[src/rtl/core/mcd_pkg.sv]
// Package with shared types and constants for the MDA/CGA display decoder.
package mcd_pkg;

  localparam int MemBytesDefault = 16384;

  localparam logic [1:0] KIND_PORT  = 2'd0;
  localparam logic [1:0] KIND_MEM   = 2'd1;
  localparam logic [1:0] KIND_TEXT  = 2'd2;
  localparam logic [1:0] KIND_GRAPH = 2'd3;

  localparam logic [1:0] ST_OK    = 2'd0;
  localparam logic [1:0] ST_BAD   = 2'd1;
  localparam logic [1:0] ST_RANGE = 2'd2;

  localparam logic [1:0] ADAPTER_MDA = 2'd0;

  localparam logic [15:0] MONO_BASE  = 16'h03b0;
  localparam logic [15:0] COLOR_BASE = 16'h03d0;

  localparam logic [4:0] CRTC_COLS     = 5'd1;
  localparam logic [4:0] CRTC_START_HI = 5'd12;
  localparam logic [4:0] CRTC_START_LO = 5'd13;

  typedef struct packed {
    logic [1:0]  kind;
    logic [15:0] port;
    logic [7:0]  value;
    logic [13:0] mem_address;
    logic [10:0] cell_index;
    logic        blink_phase;
    logic [7:0]  scan_row;
    logic [6:0]  byte_column;
  } item_t;

  typedef struct packed {
    logic [7:0] char_code;
    logic [3:0] fore_index;
    logic [3:0] back_index;
    logic       underline;
    logic [1:0] status;
    logic       last;
  } result_t;

  // Controller to datapath.
  typedef struct packed {
    logic load;   // register the input word and do writes
    logic fetch;  // read memory for a loaded fetch item
    logic shift;  // advance to next pixel
  } cmd_t;

  // Datapath to controller.
  typedef struct packed {
    logic is_write;  // loaded item has no result
    logic early;     // result known without memory read
    logic [3:0] npix;  // results minus one for a fetch item
  } stat_t;

endpackage

[src/rtl/core/mcd_ctrl.sv]
// Controller state machine sequencing load, fetch and result delivery.
module mcd_ctrl
  import mcd_pkg::*;
(
  input  logic  clk,
  input  logic  rst_n,
  input  logic  in_tvalid,
  output logic  in_tready,
  output logic  out_tvalid,
  input  logic  out_tready,
  input  stat_t stat,
  output cmd_t  cmd
);

  typedef enum logic [1:0] {S_IDLE, S_EVAL, S_READ, S_OUT} state_t;

  state_t     state_r, state_nxt;
  logic [3:0] cnt_r, cnt_nxt;

  assign in_tready  = (state_r == S_IDLE);
  assign out_tvalid = (state_r == S_OUT);

  always_comb begin
    state_nxt = state_r;
    cnt_nxt   = cnt_r;
    cmd       = '0;
    case (state_r)
      S_IDLE: begin
        if (in_tvalid) begin
          cmd.load  = 1'b1;
          state_nxt = S_EVAL;
        end
      end
      S_EVAL: begin
        if (stat.is_write) begin
          state_nxt = S_IDLE;
        end else if (stat.early) begin
          cnt_nxt   = '0;
          state_nxt = S_OUT;
        end else begin
          cmd.fetch = 1'b1;
          cnt_nxt   = stat.npix;
          state_nxt = S_READ;
        end
      end
      S_READ: state_nxt = S_OUT;
      S_OUT: begin
        if (out_tready) begin
          if (cnt_r == '0) begin
            state_nxt = S_IDLE;
          end else begin
            cmd.shift = 1'b1;
            cnt_nxt   = cnt_r - 4'd1;
          end
        end
      end
      default: state_nxt = S_IDLE;
    endcase
  end

  always_ff @(posedge clk) begin
    if (!rst_n) begin
      state_r <= S_IDLE;
      cnt_r   <= '0;
    end else begin
      state_r <= state_nxt;
      cnt_r   <= cnt_nxt;
    end
  end

endmodule

[config.mk]
export PLATFORM = sky130hd
export DESIGN_NAME = mcd_ctrl
export DESIGN_NICKNAME = d
export VERILOG_FILES = /design/src/rtl/core/mcd_pkg.sv /design/src/rtl/core/mcd_ctrl.sv
export SDC_FILE = /design/constraint.sdc
export NUM_CORES = 1
export LEC_CHECK = 0
export BUFFER_PORTS_ARGS = -buffer_cell sky130_fd_sc_hd__buf_2
export CAP_MARGIN = 20
export CORE_AREA = 2 2 39 41
export DETAILED_ROUTE_END_ITERATION = 8
export DIE_AREA = 0 0 41 43
export PLACE_DENSITY_LB_ADDON = 0.12
export SYNTH_ARGS = -nofsm -noshare
export SYNTH_HDL_FRONTEND = slang
export SYNTH_SLANG_ARGS = --single-unit
[constraint.sdc]
create_clock -name clk -period 1.7 [get_ports clk]
set_input_delay 0.17 -clock clk [delete_from_list [all_inputs] [get_ports clk]]
set_output_delay 0.17 -clock clk [all_outputs]
set_load 0.01 [all_outputs]
==> results of run 1 <==
[synth_stat cells]
| cell | count | area (sq um) |
|---|---|---|
| nor2_1 | 3 | 11.3 |
| or2_4 | 1 | 8.76 |
| nand3_2 | 1 | 10.0 |
| nor3b_1 | 5 | 37.5 |
| xnor2_1 | 1 | 8.76 |
| dfxtp_1 | 6 | 120 |
| or3b_2 | 1 | 8.76 |
| a41oi_1 | 1 | 8.76 |
| ha_1 | 1 | 12.5 |
| and3_1 | 1 | 6.26 |
| or3b_1 | 1 | 8.76 |
| nand2_1 | 4 | 15.0 |
| o22ai_1 | 1 | 6.26 |
| and2_1 | 1 | 6.26 |
| nor2b_1 | 2 | 12.5 |
| or2b_1 | 2 | 15.0 |
| o21bai_1 | 1 | 7.51 |
| o311a_1 | 2 | 20.0 |
| o31ai_1 | 1 | 7.51 |
| o221a_2 | 1 | 11.3 |
| inv_1 | 3 | 11.3 |
| a21oi_1 | 2 | 10.0 |
| o21ai_0 | 3 | 15.0 |
| nor3_1 | 2 | 10.0 |
| nand3b_1 | 1 | 7.51 |
| nor2_2 | 1 | 6.26 |
[per-stage QoR]
step / hold WS (ns) / instance area (sq um)
detailed placement: 0.380 / 493
floorplan: 0.259 / 403
finish: 0.122 / 551
CTS: 0.117 / 528
global placement: 0.384 / 493
global route: 0.150 / 551
[cell families after synthesis]
family	Yosys count
buffers and inverters	3
XOR/XNOR	1
AND/OR/NAND/NOR	26
flip-flops	6
AO/OA/AOI/OAI	12
adder cells (fa/ha/maj)	1
[worst max-delay path by stage]
stage | start | to
2_1_floorplan | cnt_r[0] | cnt_r[1]
3_3_place_gp | cnt_r[0] | cnt_r[3]
3_5_place_dp | cnt_r[0] | cnt_r[1]
4_1_cts | cnt_r[0] | cmd[0]
5_1_grt | cnt_r[0] | cmd[0]
6_report | cnt_r[0] | cmd[0]
[metal layers]
layer	up-vias	global-route usage, %	part of all wire, %
met2	17	22.2	47
met1	188	18.6	43
met4	0	10.0	2.8
li1	217	-	-
met3	5	4.71	7.4
met5	-	0	0
[layout make-up]
class / count / share of cell area [%]
Tap cell: 16 / 3.64
Multi-Input combinational cell: 40 / 53.0
Inverter: 3 / 2.50
Timing Repair Buffer: 15 / 14.1
Sequential cell: 6 / 22.7
Clock buffer: 3 / 4.09
[critical path, stage by stage, from the launching register on]
cell	delay, ns
dfxtp_4	0.35
inv_4	0.05
ha_4	0.13
or3b_4	0.40
and3_4	0.16
buf_2	0.13
[where the power goes]
part           total (uW)  leakage [uW]  switching, uW  internal (uW)
Sequential            165     0.0000503           14.1            151
Clock                 138     0.0000138           58.2           80.3
Combinational         108      0.000167           51.3           56.9
[layout by cell type, fill, tap and decap left out, types with 3 or more instances in the layout]
cell / instances
nor3b_1: 5
buf_2: 14
o21ai_0: 3
dfxtp_1: 4
nor2_1: 3
nand2_1: 4
clkbuf_4: 3
[timing repair]
| item | 4_1_cts | 5_1_grt |
|---|---|---|
| gates resized for setup | 6 | 5 |
| buffers inserted | 0 | 1 |
| gates cloned | 0 | 0 |
| endpoints found under the setup margin | 1 | 1 |
| pin swaps | 1 | 2 |
==> flow_metrics.tcl, run 1 <==
set metrics [dict create \
    outcome "complete, no violations" \
    cts_made_buffers 3 \
    synth-adder-area-share_pct 3.11 \
    fillers 153 \
    yosysUniqueCellTypes 26 \
    register_area_sq_um 125 \
    worstSkewPairLatency_ns 0.25 \
    period_needed_ns 1.65 \
    utilization_pct 39.8 \
    multi_input_area_sq_um 292 \
    reg2reg_depth 6 \
    worst_clock_skew_ns 0.00211 \
    synth_nets 60 \
    arrival_ns 1.48 \
    cts.sinks 6 \
    cts_root_buffer "clkbuf_4" \
    worstSetupPathType "flip-flop to output port" \
    grt_overflow_total 0 \
    fp.dieH_microns 43 \
    drc 0 \
    tightest_slew_ns 0.259 \
    syn_inst 49 \
    cts_buffer_depth 2 \
    io_pins 15 \
    cts_tree "built" \
    whs_path_depth 2 \
    dp.cells 79 \
    area_growth_pct 36.6 \
    grt_pass1_vias 423 \
    r2r-start "cnt_r[1]" \
    core-area_sq_um 1380 \
    wl_per_cell_microns 14.0 \
    gp_congestion 0.807 \
    worstSetupStartpointType "flip-flop" \
    ant_nets 0 \
    timing.rr.end "cnt_r[1]" \
    cts-htree-levels 1 \
    setup-tns-final_ns 0 \
    wl_microns 1160 \
    required_ns 1.53 \
    first_iter_violations 5 \
    ir_drop_uv 346 \
    synth.area.mux_share_pct 0 \
    start_util_pct 29.1 \
    hold_start "out_tready" \
    rsz0062_at_grt "no" \
    syn-cell-area_sq_um 403 \
    leakagePower_uw 0.000231 \
    place_hpwl_microns 759 \
    nets 80 \
    finalSetupViolations 0 \
    ff2ff_setup_slack_ns 0.11 \
    powerDensity_nw_per_um2 748 \
    total_power_uw 412 \
    portBuffers 14 \
    fp-row-count 14 \
    drt-pass1-iter-count 4 \
    antenna_found_initial 0 \
    fin_crit_sh_pct 96.8 \
    insertedDiodeCount 0 \
    fin_ws_ns 0.0536 \
    hold_violations 0 \
    synth_compound_area_share_pct 21.4 \
    end_kind "output port" \
    cts_hold_buf 0 \
    grt_util_all_layers_pct 15.3 \
    slew_headroom_pct 82.6 \
    hold_class "primary input to flip-flop" \
    layout-drive-gt1-share_pct 46.3 \
    ys_seq_area_share_pct 29.8 \
    dieWidth_microns 41 \
    fmax_ghz 0.607 \
    maxCapViolations 0 \
    synth-simple-area-share_pct 40.7 \
    synth_warnings 0 \
    clkSlewWorstSetupHoldPaths_ns 0.05 \
    ys_seq_elements 6 \
    dp_slack_ns 0.0719 \
    syn_area_per_cell_sq_um 8.22 \
    stdcell_count 83 \
    grt_pass1_wl_microns 1790 \
    synth_top_family_by_area "simple AND/OR/NAND/NOR gates" \
    worstPathMaxFanout 3 \
    synthXorXnorAreaFrac_pct 2.17 \
    vias_per_cell 5.14 \
    vias 427 \
    grt_max_degree 10 \
    die_area_sq_um 1760 \
    slew_viol_final 0 \
]
No activity file was read; power rests on OpenSTA's default activity.
==> run 2: changes to the inputs <==
- SETUP_SLACK_MARGIN: default -> 0.2
==> flow_metrics.tcl, run 2 (synthesis results as in run 1) <==
set metrics [dict create \
    outcome "complete, no violations" \
    slew_headroom_pct 83.7 \
    grt_max_degree 10 \
    maxUsedRoutingLayer "met4" \
    placement.cell_area_sq_um 499 \
    cts_tree "built" \
    fmax_ghz 0.624 \
    cts_root_buffer "clkbuf_4" \
    power_switching_uw 121 \
    leakagePower_uw 0.000235 \
    final_area_sq_um 559 \
    maxCapViolations 0 \
    dp.cells 79 \
    drt-pass1-iter-count 4 \
    power_frac_seq_pct 39.8 \
    insertedDiodeCount 0 \
    wl_met1_microns 473 \
    grt_pass1_vias 412 \
    fp.dieH_microns 43 \
    vias_per_cell 5.01 \
    holdWs_ns 0.124 \
    fp-row-count 14 \
    hold_violations 0 \
    portBuffers 14 \
    critPathMaxStageDelay_ns 0.39 \
    p_int_uw 293 \
    wl_met2_microns 479 \
    grt_pass1_wl_microns 1710 \
    layout_common_cells "buf_2, nor3b_1, nand2_1, dfxtp_1" \
    drc 0 \
    arrival_ns 1.43 \
    p_comb_share_pct 26.7 \
    period_needed_ns 1.60 \
    worstSkewPairLatency_ns 0.25 \
    core-area_sq_um 1380 \
    end_kind "output port" \
    start_util_pct 29.1 \
    worst_clock_skew_ns 0.00435 \
    wl_microns 1060 \
    cts_made_buffers 3 \
    p_clk_share_pct 33.5 \
    crit_chain "inv_2 -> ha_4 -> or3b_4 -> and3_4 -> buf_6" \
    antenna_found_initial 0 \
    cts.sinks 6 \
    setup-tns-final_ns 0 \
    worstSetupPathType "flip-flop to output port" \
    ir_drop_uv 330 \
    grt_util_all_layers_pct 15.6 \
    dieWidth_microns 41 \
    place_hpwl_microns 750 \
    die_area_sq_um 1760 \
    fin_crit_sh_pct 94.2 \
    hold_class "primary input to flip-flop" \
    tightest_slew_ns 0.244 \
    ant_nets 0 \
    worstSetupStartpointType "flip-flop" \
    required_ns 1.53 \
    area_growth_pct 38.8 \
    finalSetupViolations 0 \
    cts-htree-levels 1 \
    final_common_cell "buf_2" \
    grt_overflow_total 0 \
    wl_per_cell_microns 12.6 \
    utilization_pct 40.4 \
    io_pins 15 \
    swShare_pct 29.2 \
    first_iter_violations 13 \
    cts_buffer_depth 2 \
    clkSlewWorstSetupHoldPaths_ns 0.05 \
    vias 421 \
    stdcell_count 84 \
    critPathSlowestCell "or3b_4" \
    slew_viol_final 0 \
    layout-drive-gt1-share_pct 47.1 \
    wl_met3_microns 74 \
    worstPathMaxFanout 3 \
    cts_hold_buf 0 \
    gp_congestion 0.760 \
    rsz0062_at_grt "yes" \
    nets 81 \
    powerDensity_nw_per_um2 739 \
]
[run 2: cell types whose count changed in the layout (fill, tap and decap cells not counted)]
| cell | before | now |
|---|---|---|
| inv_2 | 2 | 3 |
| buf_4 | 1 | 2 |
| buf_2 | 14 | 13 |
| inv_4 | 1 | 0 |
| dfxtp_2 | 1 | 2 |
| buf_6 | 0 | 1 |
| dfxtp_4 | 1 | 0 |
[run 2: per-layer routing]
layer  vias to the layer above  global-route usage, %
li1                        219                      -
met4                         0                   10.0
met3                         4                   9.42
met2                         9                   20.9
met1                       189                   17.9
met5                         -                      0
[run 2: power groups by stage]
stage               logic, uW  clock network (uW)  registers (uW)
floorplan                68.8                   0             163
detailed placement       99.2                   0             166
finish                    110                 138             165
global placement          101                   0             168
global route              121                 160             166
CTS                       110                 144             164
[run 2: repair_timing]
item	4_1_cts	5_1_grt
setup buffers	2	0
pin swaps	5	1
gates resized for setup	6	1
endpoints found under the setup margin	5	6
[run 2: worst max-delay path, delay by kind of cell (launching register included)]
| kind | cells | cell delay, ns |
|---|---|---|
| simple gates | 2 | 0.55 |
| flops | 1 | 0.32 |
| buf+inv | 2 | 0.17 |
| fa+ha+maj | 1 | 0.13 |
[run 2: layout make-up]
| class | count | area, sq um |
|---|---|---|
| inverter | 3 | 11.3 |
| timing repair buffer | 16 | 91.3 |
| sequential | 6 | 123 |
| fill | 148 | 825 |
| clock buffer | 3 | 22.5 |
| multi-input combinational | 40 | 292 |
| tap | 16 | 20.0 |
[run 2: worst paths after layout]
path | start | to | slack (ns) | depth (start not counted)
worst max-delay path | cnt_r[0] | cmd[0] | 0.1 | 5
worst min-delay path | out_tready | flip-flop | 0.12 | 2
worst max register to register | cnt_r[0] | cnt_r[3] | 0.16 | 6
worst min register to register | cnt_r[2] | cnt_r[2] | 0.52 | 2
[run 2: per-stage QoR]
stage	total power [uW]	setup slack, ns
finish	413	0.0980
global route	448	0.0548
CTS	418	0.0939
detailed placement	266	0.123
global placement	269	0.135
floorplan	232	0.200
==> run 3: changes to the inputs <==
==> constraint.sdc (replaced) <==
create_clock -name clk -period 2 [get_ports clk]
set_input_delay 0.2 -clock clk [delete_from_list [all_inputs] [get_ports clk]]
set_output_delay 0.2 -clock clk [all_outputs]
set_load 0.005 [all_outputs]
==> flow_metrics.tcl, run 3 (synthesis results as in run 1) <==
set metrics [dict create \
    cts_root_buffer "clkbuf_4" \
    fp.dieH_microns 43 \
    layout-drive-gt1-share_pct 37.9 \
    grt_util_all_layers_pct 14.7 \
    cts_buffer_depth 2 \
    layout_common_cells "buf_2, nor3b_1, dfxtp_1" \
    hold_class "primary input to flip-flop" \
    nets 79 \
    grt_overflow_total 0 \
    outcome "complete, no violations" \
    fin_ws_ns 0.261 \
    cts_tree "built" \
    powerDensity_nw_per_um2 655 \
    io_pins 15 \
    cts_made_buffers 3 \
    grt_pass1_vias 416 \
    fp-row-count 14 \
    rsz0062_at_grt "no" \
    drt-pass1-iter-count 4 \
    worstPathMaxFanout 3 \
    critPathMaxStageDelay_ns 0.40 \
    tightest_slew_ns 0.249 \
    drc 0 \
    finalSetupViolations 0 \
    hold_violations 0 \
    leakagePower_uw 0.000226 \
    core-area_sq_um 1380 \
    fmax_ghz 0.575 \
    insertedDiodeCount 0 \
    worstSetupStartpointType "flip-flop" \
    fin_crit_sh_pct 87.0 \
    vias_per_cell 5.05 \
    wl_microns 1100 \
    clkSlewWorstSetupHoldPaths_ns 0.05 \
    critPathSlowestCell "or3b_4" \
    maxCapViolations 0 \
    slew_headroom_pct 83.4 \
    ant_nets 0 \
    slew_viol_final 0 \
    cts.sinks 6 \
    worst_clock_skew_ns 0.00323 \
    dieWidth_microns 41 \
    period_needed_ns 1.74 \
    total_power_uw 342 \
    worstSetupPathType "flip-flop to output port" \
    final_common_cell "buf_2" \
    grt_max_degree 10 \
    gp_congestion 0.807 \
    ir_drop_uv 293 \
    area_growth_pct 29.5 \
    fillers 156 \
    vias 414 \
    end_kind "output port" \
    start_util_pct 29.1 \
    crit_chain "inv_1 -> ha_2 -> or3b_4 -> and3_1 -> buf_2" \
    dp_slack_ns 0.372 \
    setup-tns-final_ns 0 \
    worst-path-buf-inv 2 \
    grt_pass1_wl_microns 1700 \
    place_hpwl_microns 759 \
    worstSkewPairLatency_ns 0.25 \
    cts-htree-levels 1 \
    required_ns 1.80 \
    wl_per_cell_microns 13.4 \
    cts_hold_buf 0 \
    die_area_sq_um 1760 \
    first_iter_violations 4 \
    antenna_found_initial 0 \
    critical_path.top_delay_family "simple AND/OR/NAND/NOR gates" \
    portBuffers 14 \
    arrival_ns 1.54 \
]
[run 3: cell types whose count changed in the layout (fill, tap and decap cells not counted), sizes merged]
cell  previous run  this run
buf             16        14
[run 3: final timing paths]
check                                start   endpoint  slack (ns)  cells past startpoint
worst max-delay path              cnt_r[1]     cmd[0]        0.26                      5
worst min-delay path            out_tready  flip-flop        0.15                      2
worst max register to register    cnt_r[1]   cnt_r[1]        0.36                      6
worst min register to register    cnt_r[2]   cnt_r[2]        0.51                      2
[run 3: power breakdown]
| part | switching, uW | total, uW | internal [uW] | leakage (uW) |
|---|---|---|---|---|
| sequential | 11.0 | 140 | 129 | 0.0000496 |
| clock | 50.0 | 118 | 68.3 | 0.0000138 |
| combinational | 38.5 | 83.5 | 45.0 | 0.000162 |
| total | 99.5 | 342 | 242 | 0.000226 |
[run 3: area by class of cell]
type / count / area, sq um / area share, %
clock buffer: 3 / 22.5 / 4.32
inverter: 3 / 11.3 / 2.16
multi-input combinational: 40 / 277 / 53.0
sequential: 6 / 121 / 23.3
tap: 16 / 20.0 / 3.84
timing repair buffer: 14 / 70.1 / 13.4
[run 3: per-layer routing]
metal  global-route usage (%)  wire (microns)  vias up
met3                     4.71              69        5
met4                     10.0              31        0
met1                     17.9             506      182
met5                        0               0        -
li1                         -               -      214
met2                     20.9             487       13
[run 3: timing repair]
action                                  in CTS  in global routing
resized for setup                            0                  3
buffers inserted                             0                  0
endpoints found under the setup margin       0                  1
[run 3: through the flow]
step | instances | utilization, % | hold slack (ns) | instance area [sq um]
4_1_cts | 82 | 37.3 | 0.142 | 515
3_3_place_gp | 79 | 35.6 | 0.414 | 493
5_1_grt | 82 | 37.7 | 0.175 | 522
6_report | 82 | 37.7 | 0.149 | 522
3_5_place_dp | 79 | 35.6 | 0.410 | 493
2_1_floorplan | 49 | - | 0.289 | 403
